<file path="config.mk">
export PLATFORM = sky130hd
export DESIGN_NAME = openpgp_packet_header_encoder_top
export DESIGN_NICKNAME = d
export VERILOG_FILES = /design/src/rtl/opgp_hdr_pkg.sv /design/src/rtl/openpgp_packet_header_encoder_top.sv /design/src/rtl/opgp_hdr_front.sv /design/src/rtl/opgp_hdr_queue.sv /design/src/rtl/opgp_hdr_back.sv
export SDC_FILE = /design/constraint.sdc
export NUM_CORES = 1
export LEC_CHECK = 0
export ABC_AREA = 1
export BUFFER_PORTS_ARGS = -buffer_cell sky130_fd_sc_hd__buf_4
export CORE_AREA = 5 5 159 161
export CTS_CLUSTER_DIAMETER = 100
export DETAILED_ROUTE_END_ITERATION = 10
export DIE_AREA = 0 0 164 166
export GPL_TIMING_DRIVEN = 0
export PLACE_DENSITY = 0.56
export SYNTH_ARGS = -nofsm -noshare
export SYNTH_HDL_FRONTEND = slang
export SYNTH_SLANG_ARGS = --single-unit
export TNS_END_PERCENT = 10
</file>
<file path="constraint.sdc">
create_clock -name clk_i -period 7 [get_ports clk_i]
set_clock_uncertainty 0.2 [all_clocks]
set_input_delay 1.75 -clock clk_i [delete_from_list [all_inputs] [get_ports clk_i]]
set_output_delay 1.75 -clock clk_i [all_outputs]
set_load 0.01 [all_outputs]
</file>
<file path="src/rtl/opgp_hdr_pkg.sv">
// Shared types and constants for the packet header encoder.
package opgp_hdr_pkg;

  localparam int unsigned HDR_BYTES = 6;
  localparam int unsigned IDX_W     = $clog2(HDR_BYTES);

  // One classified request: the header bytes in transmission order,
  // the index of the final byte and the error flag.
  typedef struct packed {
    logic [HDR_BYTES-1:0][7:0] hdr;
    logic [IDX_W-1:0]          last_idx;
    logic                      status;
  } desc_t;

endpackage

</file>
<file path="src/rtl/openpgp_packet_header_encoder_top.sv">
// Top level of the packet header encoder: front end, descriptor queue, byte serializer.
//
// Input channel: a request (op_i, packet_type_i, body_length_i) transfers at a rising
// edge with push high and full low. op_i 0 selects the new header format, 1 the old
// one, 2 the old one with a forced two-byte length; anything else, or an old format
// with a packet type above 15, yields one error byte (out_byte 0, last 1, status 1).
// Result channel: one header byte per transfer, most significant length byte first;
// the byte is valid while empty is low and transfers at an edge with pop high.
// last_o marks the final byte of each header.
// The first byte of a request passes the descriptor queue, the current descriptor
// register and the output register. Throughput: one result byte per cycle while
// pop stays high; a request has 1 to 6 header bytes; the serializer sets the rate.
// Up to QUEUE_DEPTH classified requests wait ahead of the serializer, so requests
// keep transferring while earlier headers are still being sent.
// Reset empties the queue and the output register. When the receiver holds pop low
// the output byte holds, the serializer stops, and full rises once the queue fills.
module openpgp_packet_header_encoder_top #(
  parameter int unsigned QUEUE_DEPTH = 2
) (
  input  logic        clk_i,
  input  logic        rst_ni,
  input  logic        push,
  output logic        full,
  input  logic [1:0]  op_i,
  input  logic [5:0]  packet_type_i,
  input  logic [31:0] body_length_i,
  output logic        empty,
  input  logic        pop,
  output logic [7:0]  out_byte_o,
  output logic        last_o,
  output logic        status_o
);
  import opgp_hdr_pkg::*;

  desc_t fq_data, qb_data;
  logic  fq_push, fq_full, qb_pop, qb_empty;
  logic  first_q;

  opgp_hdr_front u_front (
    .push          (push),
    .full          (full),
    .op_i          (op_i),
    .packet_type_i (packet_type_i),
    .body_length_i (body_length_i),
    .q_full_i      (fq_full),
    .q_push_o      (fq_push),
    .q_data_o      (fq_data)
  );

  opgp_hdr_queue #(
    .DEPTH (QUEUE_DEPTH)
  ) u_queue (
    .clk_i   (clk_i),
    .rst_ni  (rst_ni),
    .push_i  (fq_push),
    .wdata_i (fq_data),
    .full_o  (fq_full),
    .pop_i   (qb_pop),
    .rdata_o (qb_data),
    .empty_o (qb_empty)
  );

  opgp_hdr_back u_back (
    .clk_i      (clk_i),
    .rst_ni     (rst_ni),
    .q_empty_i  (qb_empty),
    .q_data_i   (qb_data),
    .q_pop_o    (qb_pop),
    .empty      (empty),
    .pop        (pop),
    .out_byte_o (out_byte_o),
    .last_o     (last_o),
    .status_o   (status_o)
  );

  // track whether the byte on the result ports opens a header
  always_ff @(posedge clk_i or negedge rst_ni) begin
    if (!rst_ni) begin
      first_q <= 1'b1;
    end else if (pop && !empty) begin
      first_q <= last_o;
    end
  end

  a_err_is_last: assert property (@(posedge clk_i) disable iff (!rst_ni)
    (!empty && status_o) |-> last_o)
    else $error("error result not marked last");

  a_err_byte_zero: assert property (@(posedge clk_i) disable iff (!rst_ni)
    (!empty && status_o) |-> (out_byte_o == 8'd0))
    else $error("error result carries a nonzero byte");

  a_err_alone: assert property (@(posedge clk_i) disable iff (!rst_ni)
    (!empty && status_o) |-> first_q)
    else $error("error result inside a header");

  a_tag_bit: assert property (@(posedge clk_i) disable iff (!rst_ni)
    (!empty && first_q && !status_o) |-> out_byte_o[7])
    else $error("header does not open with a tag byte");

endmodule

</file>
<file path="src/rtl/opgp_hdr_front.sv">
// Front end: takes requests and builds the complete header descriptor.
module opgp_hdr_front (
  input  logic                 push,
  output logic                 full,
  input  logic [1:0]           op_i,
  input  logic [5:0]           packet_type_i,
  input  logic [31:0]          body_length_i,
  input  logic                 q_full_i,
  output logic                 q_push_o,
  output opgp_hdr_pkg::desc_t  q_data_o
);
  import opgp_hdr_pkg::*;

  localparam logic [1:0]  OP_NEW    = 2'd0;
  localparam logic [1:0]  OP_OLD    = 2'd1;
  localparam logic [1:0]  OP_OLD2   = 2'd2;
  localparam logic [31:0] NEW_ONE   = 32'd192;
  localparam logic [31:0] NEW_TWO   = 32'd8384;
  localparam logic [31:0] OLD_ONE   = 32'd256;
  localparam logic [31:0] OLD_TWO   = 32'd65536;
  localparam logic [7:0]  NEW_OFS   = 8'd192;
  localparam logic [7:0]  NEW_FIVE  = 8'hFF;

  function automatic desc_t classify(logic [1:0] op, logic [5:0] ptype, logic [31:0] len);
    desc_t       d;
    logic [12:0] ofs;
    logic [7:0]  tag;
    d          = '0;
    ofs        = len[12:0] - 13'd192;
    tag        = {2'b10, ptype[3:0], 2'b00};
    unique case (op)
      OP_NEW: begin
        d.hdr[0] = {2'b11, ptype};
        if (len == 32'd0) begin
          d.last_idx = IDX_W'(0);
        end else if (len < NEW_ONE) begin
          d.hdr[1]   = len[7:0];
          d.last_idx = IDX_W'(1);
        end else if (len < NEW_TWO) begin
          d.hdr[1]   = {3'b000, ofs[12:8]} + NEW_OFS;
          d.hdr[2]   = ofs[7:0];
          d.last_idx = IDX_W'(2);
        end else begin
          d.hdr[1]   = NEW_FIVE;
          d.hdr[2]   = len[31:24];
          d.hdr[3]   = len[23:16];
          d.hdr[4]   = len[15:8];
          d.hdr[5]   = len[7:0];
          d.last_idx = IDX_W'(5);
        end
      end
      OP_OLD, OP_OLD2: begin
        if (ptype[5:4] != 2'b00) begin
          d.status = 1'b1;
        end else if (op == OP_OLD2) begin
          d.hdr[0]   = tag | 8'd1;
          d.hdr[1]   = len[15:8];
          d.hdr[2]   = len[7:0];
          d.last_idx = IDX_W'(2);
        end else if (len == 32'd0) begin
          d.hdr[0]   = tag | 8'd3;
        end else if (len < OLD_ONE) begin
          d.hdr[0]   = tag;
          d.hdr[1]   = len[7:0];
          d.last_idx = IDX_W'(1);
        end else if (len < OLD_TWO) begin
          d.hdr[0]   = tag | 8'd1;
          d.hdr[1]   = len[15:8];
          d.hdr[2]   = len[7:0];
          d.last_idx = IDX_W'(2);
        end else begin
          d.hdr[0]   = tag | 8'd2;
          d.hdr[1]   = len[31:24];
          d.hdr[2]   = len[23:16];
          d.hdr[3]   = len[15:8];
          d.hdr[4]   = len[7:0];
          d.last_idx = IDX_W'(4);
        end
      end
      default: begin
        // unused format code: single error byte
        d.status = 1'b1;
      end
    endcase
    return d;
  endfunction

  assign full     = q_full_i;
  assign q_push_o = push && !q_full_i;
  assign q_data_o = classify(op_i, packet_type_i, body_length_i);

endmodule

</file>
<file path="src/rtl/opgp_hdr_queue.sv">
// Descriptor queue between the front end and the byte serializer.
module opgp_hdr_queue #(
  parameter int unsigned DEPTH = 2
) (
  input  logic                 clk_i,
  input  logic                 rst_ni,
  input  logic                 push_i,
  input  opgp_hdr_pkg::desc_t  wdata_i,
  output logic                 full_o,
  input  logic                 pop_i,
  output opgp_hdr_pkg::desc_t  rdata_o,
  output logic                 empty_o
);
  import opgp_hdr_pkg::*;

  localparam int unsigned PTR_W = $clog2(DEPTH);
  localparam int unsigned CNT_W = $clog2(DEPTH + 1);

  desc_t            mem_q [DEPTH];
  logic [PTR_W-1:0] wr_ptr_q, wr_ptr_d, rd_ptr_q, rd_ptr_d;
  logic [CNT_W-1:0] cnt_q, cnt_d;
  logic             do_push, do_pop;

  assign full_o  = (cnt_q == CNT_W'(DEPTH));
  assign empty_o = (cnt_q == '0);
  assign do_push = push_i && !full_o;
  assign do_pop  = pop_i && !empty_o;
  assign rdata_o = mem_q[rd_ptr_q];

  always_comb begin
    wr_ptr_d = wr_ptr_q;
    rd_ptr_d = rd_ptr_q;
    cnt_d    = cnt_q;
    if (do_push) begin
      wr_ptr_d = (wr_ptr_q == PTR_W'(DEPTH - 1)) ? '0 : wr_ptr_q + PTR_W'(1);
    end
    if (do_pop) begin
      rd_ptr_d = (rd_ptr_q == PTR_W'(DEPTH - 1)) ? '0 : rd_ptr_q + PTR_W'(1);
    end
    if (do_push && !do_pop) begin
      cnt_d = cnt_q + CNT_W'(1);
    end else if (do_pop && !do_push) begin
      cnt_d = cnt_q - CNT_W'(1);
    end
  end

  always_ff @(posedge clk_i or negedge rst_ni) begin
    if (!rst_ni) begin
      wr_ptr_q <= '0;
      rd_ptr_q <= '0;
      cnt_q    <= '0;
    end else begin
      wr_ptr_q <= wr_ptr_d;
      rd_ptr_q <= rd_ptr_d;
      cnt_q    <= cnt_d;
    end
  end

  always_ff @(posedge clk_i) begin
    if (do_push) begin
      mem_q[wr_ptr_q] <= wdata_i;
    end
  end

endmodule

</file>
<file path="src/rtl/opgp_hdr_back.sv">
// Back end: walks a descriptor one byte per cycle into the free output register.
module opgp_hdr_back (
  input  logic                 clk_i,
  input  logic                 rst_ni,
  input  logic                 q_empty_i,
  input  opgp_hdr_pkg::desc_t  q_data_i,
  output logic                 q_pop_o,
  output logic                 empty,
  input  logic                 pop,
  output logic [7:0]           out_byte_o,
  output logic                 last_o,
  output logic                 status_o
);
  import opgp_hdr_pkg::*;

  desc_t            cur_q;
  logic             cur_vld_q, cur_vld_d;
  logic [IDX_W-1:0] idx_q, idx_d;
  logic             out_vld_q, out_vld_d;
  logic [7:0]       byte_q;
  logic             last_q, status_q;
  logic             cur_last, out_free, emit, load;

  assign cur_last = (idx_q == cur_q.last_idx);
  assign out_free = !out_vld_q || pop;
  assign emit     = cur_vld_q && out_free;
  // take the next descriptor as soon as the current one sends its final byte
  assign load     = !q_empty_i && (!cur_vld_q || (emit && cur_last));
  assign q_pop_o  = load;

  always_comb begin
    cur_vld_d = cur_vld_q;
    idx_d     = idx_q;
    out_vld_d = out_vld_q;
    if (load) begin
      cur_vld_d = 1'b1;
      idx_d     = '0;
    end else if (emit) begin
      cur_vld_d = !cur_last;
      idx_d     = idx_q + IDX_W'(1);
    end
    if (out_free) begin
      out_vld_d = emit;
    end
  end

  always_ff @(posedge clk_i or negedge rst_ni) begin
    if (!rst_ni) begin
      cur_vld_q <= 1'b0;
      idx_q     <= '0;
      out_vld_q <= 1'b0;
    end else begin
      cur_vld_q <= cur_vld_d;
      idx_q     <= idx_d;
      out_vld_q <= out_vld_d;
    end
  end

  always_ff @(posedge clk_i) begin
    if (load) begin
      cur_q <= q_data_i;
    end
    if (emit) begin
      byte_q   <= cur_q.hdr[idx_q];
      last_q   <= cur_last;
      status_q <= cur_q.status;
    end
  end

  assign empty      = !out_vld_q;
  assign out_byte_o = byte_q;
  assign last_o     = last_q;
  assign status_o   = status_q;

endmodule
</file>
# Word-level counts from Yosys, hierarchy flattened

Memories as Yosys holds them, arrays and structs flattened. A register that Yosys moved wholly into a read port is not among the register bits.
Index checks and enable logic that the tools add are counted.

Register bits: 19
Bits in latches: 0
Bits in writable memories: 104
ROM bits: 0
Logic and storage cells: 84
Memories kept: 1

Add/sub/neg operators: 7
Multipliers: 0
Div/mod/pow operators: 0
$lt $le $gt $ge: 5
Eq/ne operators: 4
Shift operators: 0
Muxes and demuxes: 34
Bitwise gates (word level): 0
Reduce and logical (&&, ||, !) cells: 24

Memory list:

| name          | depth | bits a word | rd ports | clocked after Yosys merged registers in | write ports | RTL line             | text |
|---|---|---|---|---|---|---|---|
| u_queue.mem_q | 2     | 52          | 1        | 1                                       | 1           | opgp_hdr_queue.sv:19 | `desc_t mem_q [DEPTH];` |

Operators by type and width:

| operator              | count |
|---|---|
| $pmux 43 s2           | 1 |
| $mux 32               | 2 |
| $mux 27               | 2 |
| $mux 16               | 3 |
| $mux 24               | 2 |
| $mux 43               | 1 |
| $mux 40               | 1 |
| $logic_not 32->1      | 1 |
| $lt 32x14->1 const B  | 1 |
| $lt 32x17->1 const B  | 1 |
| $lt 32x8->1 const B   | 1 |
| $lt 32x9->1 const B   | 1 |
| $mux 8                | 4 |
| $bmux 8 s3            | 1 |
| $mux 19               | 1 |
| $mux 3                | 6 |
| $sub 13x8->13 const B | 1 |
| $add 6x7->8 const B   | 1 |
| $logic_and 1x1->1     | 8 |
| $logic_not 1->1       | 7 |
| $mux 1                | 7 |
| $reduce_bool 2->1     | 3 |
| $eq 2x2->1 const B    | 2 |
| $logic_not 2->1       | 2 |
| 11 further kinds      | 14 |

# Logic depth before layout (Yosys ltp)

Gate-level depths: netlist of run 1.

Depth in word-level cells: 10
Depth in mapped cells: 11
Mapped depth without buffers: 11

# Cells and area by module

A second synthesis of run 1 with hierarchy kept.

Cells, all modules: 852
Area total of the unflattened synthesis: 8523.2 um^2

By module, submodules not included:

| module         | times used | cells an instance | area each (um^2) |
|---|---|---|---|
| opgp_hdr_queue | 1          | 303               | 4038.9 |
| opgp_hdr_back  | 1          | 193               | 2651.3 |
| opgp_hdr_front | 1          | 356               | 1833.0 |

# Worst setup path after synthesis of run 1

OpenSTA, ideal clock, no wires.

Path type: input -> register
Start point: input pop
End point: register u_queue.cnt_q[1]
Library setup time: 0.131 ns
Arrival: 4.935 ns
Data required time: 6.669 ns
Path slack: 1.734 ns
Stages on the path: 10
Path through: or2_2 nand2_1 inv_1 nand2_1 a21oi_2 inv_1 ha_1 a21oi_1 o21ai_0 xor2_1

Longest elaborated chain between the ends: 9

Ends and longest elaborated chain:

| item                                        | RTL line                                | text |
|---|---|---|
| from (decl)                                 | openpgp_packet_header_encoder_top.sv:28 | `input logic pop,` |
| $logic_or 1x1->1 (*)                        | opgp_hdr_back.sv:25                     | `assign out_free = !out_vld_q \|\| pop;` |
| $logic_and 1x1->1 (*)                       | opgp_hdr_back.sv:26                     | `assign emit = cur_vld_q && out_free;` |
| via u_back.emit                             | opgp_hdr_back.sv:22                     | `logic cur_last, out_free, emit, load;` |
| $logic_and 1x1->1 (*)                       | opgp_hdr_back.sv:28                     | `assign load = !q_empty_i && (!cur_vld_q \|\| (emit && cur_last));` |
| $logic_or 1x1->1 (*)                        | opgp_hdr_back.sv:28                     |  |
| $logic_and 1x1->1 (*)                       | opgp_hdr_back.sv:28                     |  |
| via qb_pop                                  | openpgp_packet_header_encoder_top.sv:36 | `logic fq_push, fq_full, qb_pop, qb_empty;` |
| $logic_and 1x1->1 (*)                       | opgp_hdr_queue.sv:27                    | `assign do_pop = pop_i && !empty_o;` |
| $logic_not 1->1                             | opgp_hdr_queue.sv:40                    | `if (do_push && !do_pop) begin` |
| $logic_and 1x1->1                           | opgp_hdr_queue.sv:40                    |  |
| $mux 2 or $reduce_bool 2->1 (tied branches) | n/a                                     |  |
| to (signal assigned)                        | opgp_hdr_queue.sv:55                    | `cnt_q <= cnt_d;` |
| to (decl)                                   | opgp_hdr_queue.sv:21                    | `logic [CNT_W-1:0] cnt_q, cnt_d;` |

The timed path passes the listed nets; every way through them passes the cells marked *.
A chain may end at the register's enable or synchronous reset.

# Worst setup path after layout of run 1

Ends and elaborated chain as after synthesis.

==> results.cfg, run 1 <==
[clocking]
htreeDepth = 4
cts_buffers = 17
clk_latency_ns = 0.42
cts_setup_buffers = 0
clockBufferDepth = 2
cts_hold_buf = 0
cts_tree = built
clockRootBuffer = clkbuf_16
cts.sink_count = 175
clkTransAtPathRegs_ns = 0.06
ctsResizeCount = 0

[logic_synthesis]
avgSynthCellArea_um2 = 11.8
ys_seq_area_share_pct = 64.0
async_flop_share_pct = 5.14
synth-compound-area-share_pct = 8.17
yosysTopAreaCell = edfxtp_1
synth_edf_count = 166
synth_cell_types = 37
ys.flop_type = edfxtp_1
synth_top_family_by_area = simple AND/OR/NAND/NOR gates
synthMuxAreaShare_pct = 7.20
ys_seq_elements = 175
synth.area.top_cells = edfxtp_1 61%, mux2_2 7.2%, nand2_1 4.9%
synth_fa_ha_area_share_pct = 1.08
ys_warn_count = 0
netlist_area_um2 = 8140
synth_top_area_share_pct = 61.3
synth-xor-area-share_pct = 0.753
synth_simple_gate_area_share_pct = 14.2
netlist_instances = 692
syn_nets = 743

[pwr]
p_per_area_nw_per_um2 = 371
power_leakage_nw = 3.56
peakVddDrop_mv = 0.174

[min_path]
hold_class = register to register
holdPathStages = 0
min-delay-start = u_back.cur_q[0]

[routing]
drtPass1Iterations = 6
vias = 5358
postRouteAntennaNets = 0
drt-total-wl_um = 20700
drc = 0
drtIter0Drc = 436
vias_per_cell = 4.84
wl_per_cell_um = 18.7

[final_layout]
diodes = 0
drive_above_1_share_pct = 24.4
fin_cells = 1106
layout_commonest_cell = edfxtp_1
nets = 822
final_area_um2 = 9720
most-common-layout-cells = 166 x edfxtp_1, 106 x nand2_1, 79 x nor2_1, 58 x inv_1, 55 x buf_4
area_growth_pct = 19.4
finish.utilization_pct = 40.8
n_fill_cell = 2366

[timing]
max_slew_margin_pct = 39.9
drv_slew = 0
fmax_mhz = 239
tns_ns = 0
rsz0062_at_grt = no
min_period_over_period_pct = 59.8
fin_crit_ns = 4.19
setup_viol = 0
hold-worst-slack_ns = 0.220
tightest_slew_ns = 0.899
hold_violations = 0

[floorplanning]
num_io_pins = 56
die_y_um = 166
start_util_pct = 34.2
dieWidth_um = 164
die_area_um2 = 27200
core-area_um2 = 23800
num_rows = 57

[global_route]
antenna_found_initial = 0
grt_max_degree = 29
grt_overflow_total = 0
grt_pass1_vias = 5372
track_usage_pct = 15.7
grt_pass1_wl_um = 31800

[critical_path]
r2r-start = u_back.out_vld_q
ff2ff_path_depth = 11
worst_path_dominant_cell_family = compound AO/OA/AOI/OAI gates
slowest_delay_ns = 0.66
end_kind = register
worst-path-buf-inv = 3
critical_path.cell_chain = buf_4, or2_2, nand2_1, inv_1, nand2_1, a21oi_4, inv_1, ha_1, a21oi_1, o21ai_0, xor2_1
crit_path_max_fanout = 17
critPathRequiredTime_ns = 7.10
critPathLaunch = pop
crit_type = input port to register
cp.arrival_ns = 4.29
cp.depth = 11
cp-start-kind = input port
cp_slowest_cell = a21oi_4

[placed_design]
gp_congestion = 0.950
hpwl_um = 15300
post_dp_cell_area_um2 = 9090
placed_cells = 1076
portBuffers = 55

[job]
drv_cap = 0

[run_status]
outcome = finished clean
through the flow:
| step | setup slack, ns | power [mW] |
|---|---|---|
| after global routing | 2.58 | 3.80 |
| after detailed placement | 2.33 | 2.65 |
| after floorplan | 1.73 | 2.24 |
| final | 2.81 | 3.60 |
| after CTS | 2.77 | 3.66 |
| after global placement | 0.244 | 2.60 |
synth_stat cells, drive strengths merged (11+ instances only):
| cell type | n |
|---|---|
| edfxtp | 166 |
| a21oi | 48 |
| clkbuf | 20 |
| nand4 | 11 |
| nor2 | 90 |
| o21ai | 48 |
| inv | 59 |
| nand2 | 109 |
| mux2 | 52 |
| nand3 | 28 |
flip-flops by register name, indices dropped and copies added, names as in the netlist, 2 cells and up:
register	count
u_back.idx_q	3
u_queue.mem_q	104
u_queue.cnt_q	2
u_back.cur_q	52
u_back.out_byte_o	8
path summary, 6_finish.rpt:
kind,to,slack [ns]
worst min register to register,u_back.status_o,0.22
worst max-delay path,u_queue.cnt_q[1],2.81
min in group asynchronous,u_queue.rd_ptr_q,0.94
worst max register to register,u_queue.cnt_q[1],3.79
max in group asynchronous,u_queue.cnt_q[0],5.51
worst min-delay path,u_back.status_o,0.22
cells by family after synthesis:
family / after synthesis
AOI/OAI and AO/OA: 115
xor gates and xnor gates: 7
adders and majority gates: 7
DFF: 175
muxes: 52
and+or+nand+nor: 245
buffers and inverters: 91
metal layers:
metal  part of all wire [%]  vias up  GRT usage [%]
met5                      0        -              0
li1                       -     2588              -
met2                     47      155           24.3
met3                    5.2       29           3.65
met4                    1.9        0           5.18
met1                     45     2586           21.7
power breakdown:
part / switching, mW / internal [mW]
registers: 0.0753 / 1.54
clock network: 0.369 / 0.628
logic: 0.610 / 0.385
total: 1.05 / 2.55
worst register-to-register path, stage by stage (launching register included):
cell and delay, ns:
dfrtp_1 0.36, inv_1 0.06, or2_2 0.11, nand2_1 0.06, inv_1 0.46, nand2_1 0.23
a21oi_4 0.66, inv_1 0.22, ha_1 0.37, a21oi_1 0.11, o21ai_0 0.11, xor2_1 0.15
area by class of cell:
cell class              count  area (um^2)  area share [%]
multi-input cells         426         2580            26.6
inverters                  62          238            2.45
clock buffers              19          433            4.46
plain buffers              29          131            1.35
flip-flops and latches    175         5210            53.6
repair buffers             60          528            5.43
clock inverters            11          191            1.97
well taps                 324          405            4.17
No activity file was read; power rests on OpenSTA's default activity.
==> run 2: changes to the inputs <==
- ABC_AREA: 1 -> 0
- CORE_AREA: 5 5 159 161 -> 5 5 156 158
- DIE_AREA: 0 0 164 166 -> 0 0 161 163
- clock period: 7 -> 4.4 ns (I/O delays scaled with it)
==> run 2 against run 1 <==
  * Critical path depth fell by 2
  * Global-route usage rose by 0.22 points
  * Clock-buffer cell count rose by 1
  * Critical endpoint is now u_queue.mem_q[0][41]
  * Largest power group unchanged
==> results.cfg, run 2 <==
[logic_synthesis]
ys_top_cells_by_count = 166 x edfxtp_1, 53 x mux2_2, 33 x nor2_1
ys_seq_area_share_pct = 67.0
ys.flop_type = edfxtp_1
async_flop_share_pct = 5.14
ys_warn_count = 0
yosysMostFrequentCell = edfxtp_1
yosysTopAreaCell = edfxtp_1
synth_edf_count = 166
netlist_instances = 519
synth_top_area_share_pct = 64.1
ys_seq_elements = 175
synth_cell_types = 57
avgSynthCellArea_um2 = 15.0
syn_nets = 570
netlist_area_um2 = 7780
synth.area.top_cells = edfxtp_1 64%, mux2_2 7.7%, dfrtp_1 2.9%

[routing]
vias_per_cell = 5.52
drtPass1Iterations = 5
drtIter0Drc = 425
wl_per_cell_um = 22.8
postRouteAntennaNets = 0
drc = 0
vias = 4949
drt-total-wl_um = 20400

[final_layout]
regMostFlops = u_queue.mem_q
largest_reg_flops = 104
nets = 644
drive_above_1_share_pct = 25.1
layout_commonest_cell = edfxtp_1
diodes = 0
finish.utilization_pct = 39.9
fin_cells = 896
area_growth_pct = 17.9
most-common-layout-cells = 166 x edfxtp_1, 53 x mux2_2, 51 x buf_4, 32 x nor2_1, 27 x clkbuf_1

[floorplanning]
core-area_um2 = 23000
num_rows = 56
die_y_um = 163
dieWidth_um = 161
die_area_um2 = 26200
start_util_pct = 33.8
num_io_pins = 56

[clocking]
clkTransAtPathRegs_ns = 0.06
cts_setup_buffers = 0
cts_hold_buf = 0
cts_tree = built
ctsResizeCount = 0
cts_buffers = 17
clockBufferDepth = 2
htreeDepth = 4
cts.sink_count = 175
clk_latency_ns = 0.42
clockRootBuffer = clkbuf_16

[min_path]
hold_class = register to register
min-delay-start = u_back.cur_q[0]

[pwr]
p_per_area_nw_per_um2 = 587
peakVddDrop_mv = 0.322
power_leakage_nw = 3.17

[critical_path]
r2r_slack_ns = 1.04
r2r-start = u_back.idx_q[0]
crit_path_max_fanout = 10
cp.arrival_ns = 4.13
crit_type = input port to register
end_kind = register
critPathLaunch = op_i[0]
cp-start-kind = input port
critPathRequiredTime_ns = 4.46

[timing]
max_slew_margin_pct = 18.7
rsz0062_at_grt = no
tightest_slew_ns = 1.22
fmax_mhz = 246
setup_viol = 0
min_period_over_period_pct = 92.3
tns_ns = 0
drv_slew = 0
fin_crit_ns = 4.06
fin_ws_ns = 0.337
hold_violations = 0

[placed_design]
gp_congestion = 0.947
hpwl_um = 14500
portBuffers = 51
placed_cells = 864
place_worst_setup_slack_ns = -0.0538

[run_status]
outcome = finished clean

[job]
drv_cap = 0

[global_route]
grt_pass1_vias = 5024
grt_pass1_wl_um = 30900
grt_max_degree = 37
antenna_found_initial = 0
grt_overflow_total = 0
track_usage_pct = 15.9
## run 2: changes by cell type after synthesis, sizes merged, moves of 23 or more
cell   change
a21oi     -34
o21ai     -34
nand2     -99
nor2      -57
inv       -40
nand3     -23
## run 2: final cells by class
type / instances / area, um^2
Sequential cell: 175 / 5210
Buffer: 33 / 133
Clock buffer: 20 / 437
Multi-Input combinational cell: 292 / 2370
Fill cell: 2154 / 13800
Tap cell: 290 / 363
Inverter: 19 / 71.3
Clock inverter: 12 / 110
Timing Repair Buffer: 55 / 470
## run 2: power breakdown
part	leakage, nW	switching [mW]	internal, mW	total (mW)
registers	1.67	0.120	2.39	2.51
logic	1.25	0.837	0.623	1.46
clock network	0.254	0.623	0.782	1.41
## run 2: cells by family (layout without fill, tap and decap cells)
kind of cell	after synthesis	in the layout	share of synthesized area [%]
DFF	175	175	67.0
and+or+nand+nor	102	102	6.93
AOI/OAI and AO/OA	96	96	9.17
muxes	75	75	11.8
buffers and inverters	52	139	2.62
xor gates and xnor gates	12	12	1.35
adders and majority gates	7	7	1.13
## run 2: critical path, cell delays in order
cell and delay [ns]:
buf_4 0.09, inv_1 0.05, ha_1 0.29, nor3b_1 0.97, and2_1 0.36, nand2_1 0.11
nor2_1 0.44, clkbuf_1 0.44, a22o_1 0.28
## run 2: worst paths after layout
check,end,depth (start not counted)
hold reg to reg,u_back.status_o,0
hold / removal,u_back.status_o,0
min in group asynchronous,u_back.idx_q[0],1
setup / recovery,u_queue.mem_q[0][41],9
max in group asynchronous,u_queue.rd_ptr_q,1
setup reg to reg,u_back.cur_q[4],6
## run 2: routing by layer
metal  vias up  global-route usage (%)  share of wire [%]
li1       2196                       -                  -
met5         -                       0                  0
met4         0                    6.13                3.2
met1      2497                    20.8                 42
met2       208                    25.8                 49
met3        48                    3.80                6.3
## run 2: per-stage QoR
| step | hold slack [ns] | power [mW] | instance area [um^2] |
|---|---|---|---|
| 2_1_floorplan | 0.200 | 3.45 | 7780 |
| 3_3_place_gp | 0.222 | 3.97 | 8520 |
| 3_5_place_dp | 0.216 | 4.04 | 8620 |
| 4_1_cts | 0.241 | 5.45 | 9170 |
| 5_1_grt | 0.241 | 5.65 | 9170 |
| 6_report | 0.236 | 5.38 | 9170 |
==> run 3: changes to the inputs <==
- CORE_AREA: 5 5 156 158 -> 5 5 138 140
- DIE_AREA: 0 0 161 163 -> 0 0 143 145
- PLACE_DENSITY: 0.56 -> 0.68
==> run 3 against run 2 <==
  * The run now ends with DRC left
  * First-iteration DRC count down 9.2%
  * Cell count down 6.9%
  * Combinational power decreased by 3%
  * Power is 1.0% higher
  * Setup slack better by 0.12 ns
  * Critical path depth did not move
  * Fmax increased by 3.0%
  * Register-to-register slack got worse by 0.18 ns
  * Worst hold slack worse by 0.015 ns
  * Non-clock buffer count decreased by 1
  * Highest routed layer unchanged
==> results.cfg, run 3 (same netlist as run 2, synthesis figures left out) <==
[timing]
drv_slew = 0
hold-worst-slack_ns = 0.221
tns_ns = 0
rsz0062_at_grt = no
hold_violations = 0
setup_viol = 0
max_slew_margin_pct = 17.9
tightest_slew_ns = 1.23
fmax_mhz = 254
min_period_over_period_pct = 89.6
fin_crit_ns = 3.94

[run_status]
violations = DRC
outcome = finished, violations left

[min_path]
hold_class = register to register

[placed_design]
hpwl_um = 13700
portBuffers = 51
gp_congestion = 0.930

[final_layout]
drive_above_1_share_pct = 25.8
nets = 643
layout_commonest_cell = edfxtp_1
regMostFlops = u_queue.mem_q
seq_area_um2 = 5210
most-common-layout-cells = 166 x edfxtp_1, 53 x mux2_2, 51 x buf_4, 32 x nor2_1, 24 x clkbuf_1
diodes = 0
largest_reg_flops = 104
multi_input_area_um2 = 2370
area_growth_pct = 17.2
n_fill_cell = 1440

[floorplanning]
num_io_pins = 56
num_rows = 49
dieWidth_um = 143
die_area_um2 = 20700
start_util_pct = 43.9
die_y_um = 145
core-area_um2 = 17700

[clocking]
clk_latency_ns = 0.43
clkTransAtPathRegs_ns = 0.07
cts_buffers = 17
clockRootBuffer = clkbuf_16
cts_tree = built
clockBufferDepth = 2
cts.sink_count = 175
htreeDepth = 4
cts_setup_buffers = 0
cts_hold_buf = 0
ctsResizeCount = 0

[pwr]
p_per_area_nw_per_um2 = 596
peakVddDrop_mv = 0.274
power_leakage_nw = 3.19

[routing]
drc = 1
drtPass1Iterations = 9
wl_per_cell_um = 23.4
vias_per_cell = 5.83
postRouteAntennaNets = 0
vias = 4859
drtIter0Drc = 386
drt-total-wl_um = 19500

[critical_path]
crit_path_max_fanout = 10
critPathRequiredTime_ns = 4.48
cp.arrival_ns = 4.02
crit_type = input port to register
r2r_slack_ns = 0.86
end_kind = register
cp-start-kind = input port

[global_route]
antenna_found_initial = 0
grt_pass1_vias = 4944
grt_pass1_wl_um = 30000
grt_overflow_total = 0
grt_max_degree = 29
track_usage_pct = 19.4

[job]
drv_cap = 0
[run 3: cell type report]
cell class | count | area share, %
Tap cell | 229 | 3.14
Buffer | 33 | 1.46
Clock buffer | 17 | 4.67
Timing Repair Buffer | 54 | 4.86
Sequential cell | 175 | 57.2
Multi-Input combinational cell | 292 | 26.0
Clock inverter | 15 | 1.88
Inverter | 19 | 0.783
[run 3: per-layer routing]
metal	global-route usage, %	routed length, um	part of all wire [%]	vias up
met4	7.70	627	3.2	0
met5	0	0	0	-
li1	-	-	-	2194
met1	26.0	8110	42	2421
met2	30.7	9460	48	206
met3	4.51	1320	6.8	38
[run 3: through the flow]
step                      cell area (um^2)  util, %  std cells  worst slack, ns  total power [mW]
final                                 9110     51.4        834            0.456              5.43
after global routing                  9110     51.4        834            0.233              5.68
after CTS                             9110     51.4        834            0.582              5.48
after detailed placement              8510     48.1        802            0.130              3.99
after global placement                8450     47.7        799            -1.10              3.93
after floorplan                       7780        -        519            0.369              3.45
[run 3: worst paths after layout]
check                                start                   end  depth (start not counted)
max                                op_i[0]  u_queue.mem_q[0][35]                          9
min                        u_back.cur_q[0]       u_back.status_o                          0
max reg2reg                u_back.idx_q[0]      u_back.cur_q[46]                          6
min reg2reg                u_back.cur_q[0]       u_back.status_o                          0
max in group asynchronous           rst_ni      u_queue.cnt_q[0]                          1
min in group asynchronous           rst_ni       u_back.idx_q[0]                          1
[run 3: critical path: stages]
cell	delay [ns]
buf_4	0.09
inv_1	0.05
ha_1	0.29
nor3b_1	0.98
and2_1	0.33
nand2_1	0.10
nor2_1	0.33
clkbuf_1	0.47
a22o_1	0.26
[run 3: power by group]
| group | internal [mW] | switching [mW] |
|---|---|---|
| registers | 2.40 | 0.126 |
| logic | 0.607 | 0.811 |
| clock network | 0.807 | 0.686 |
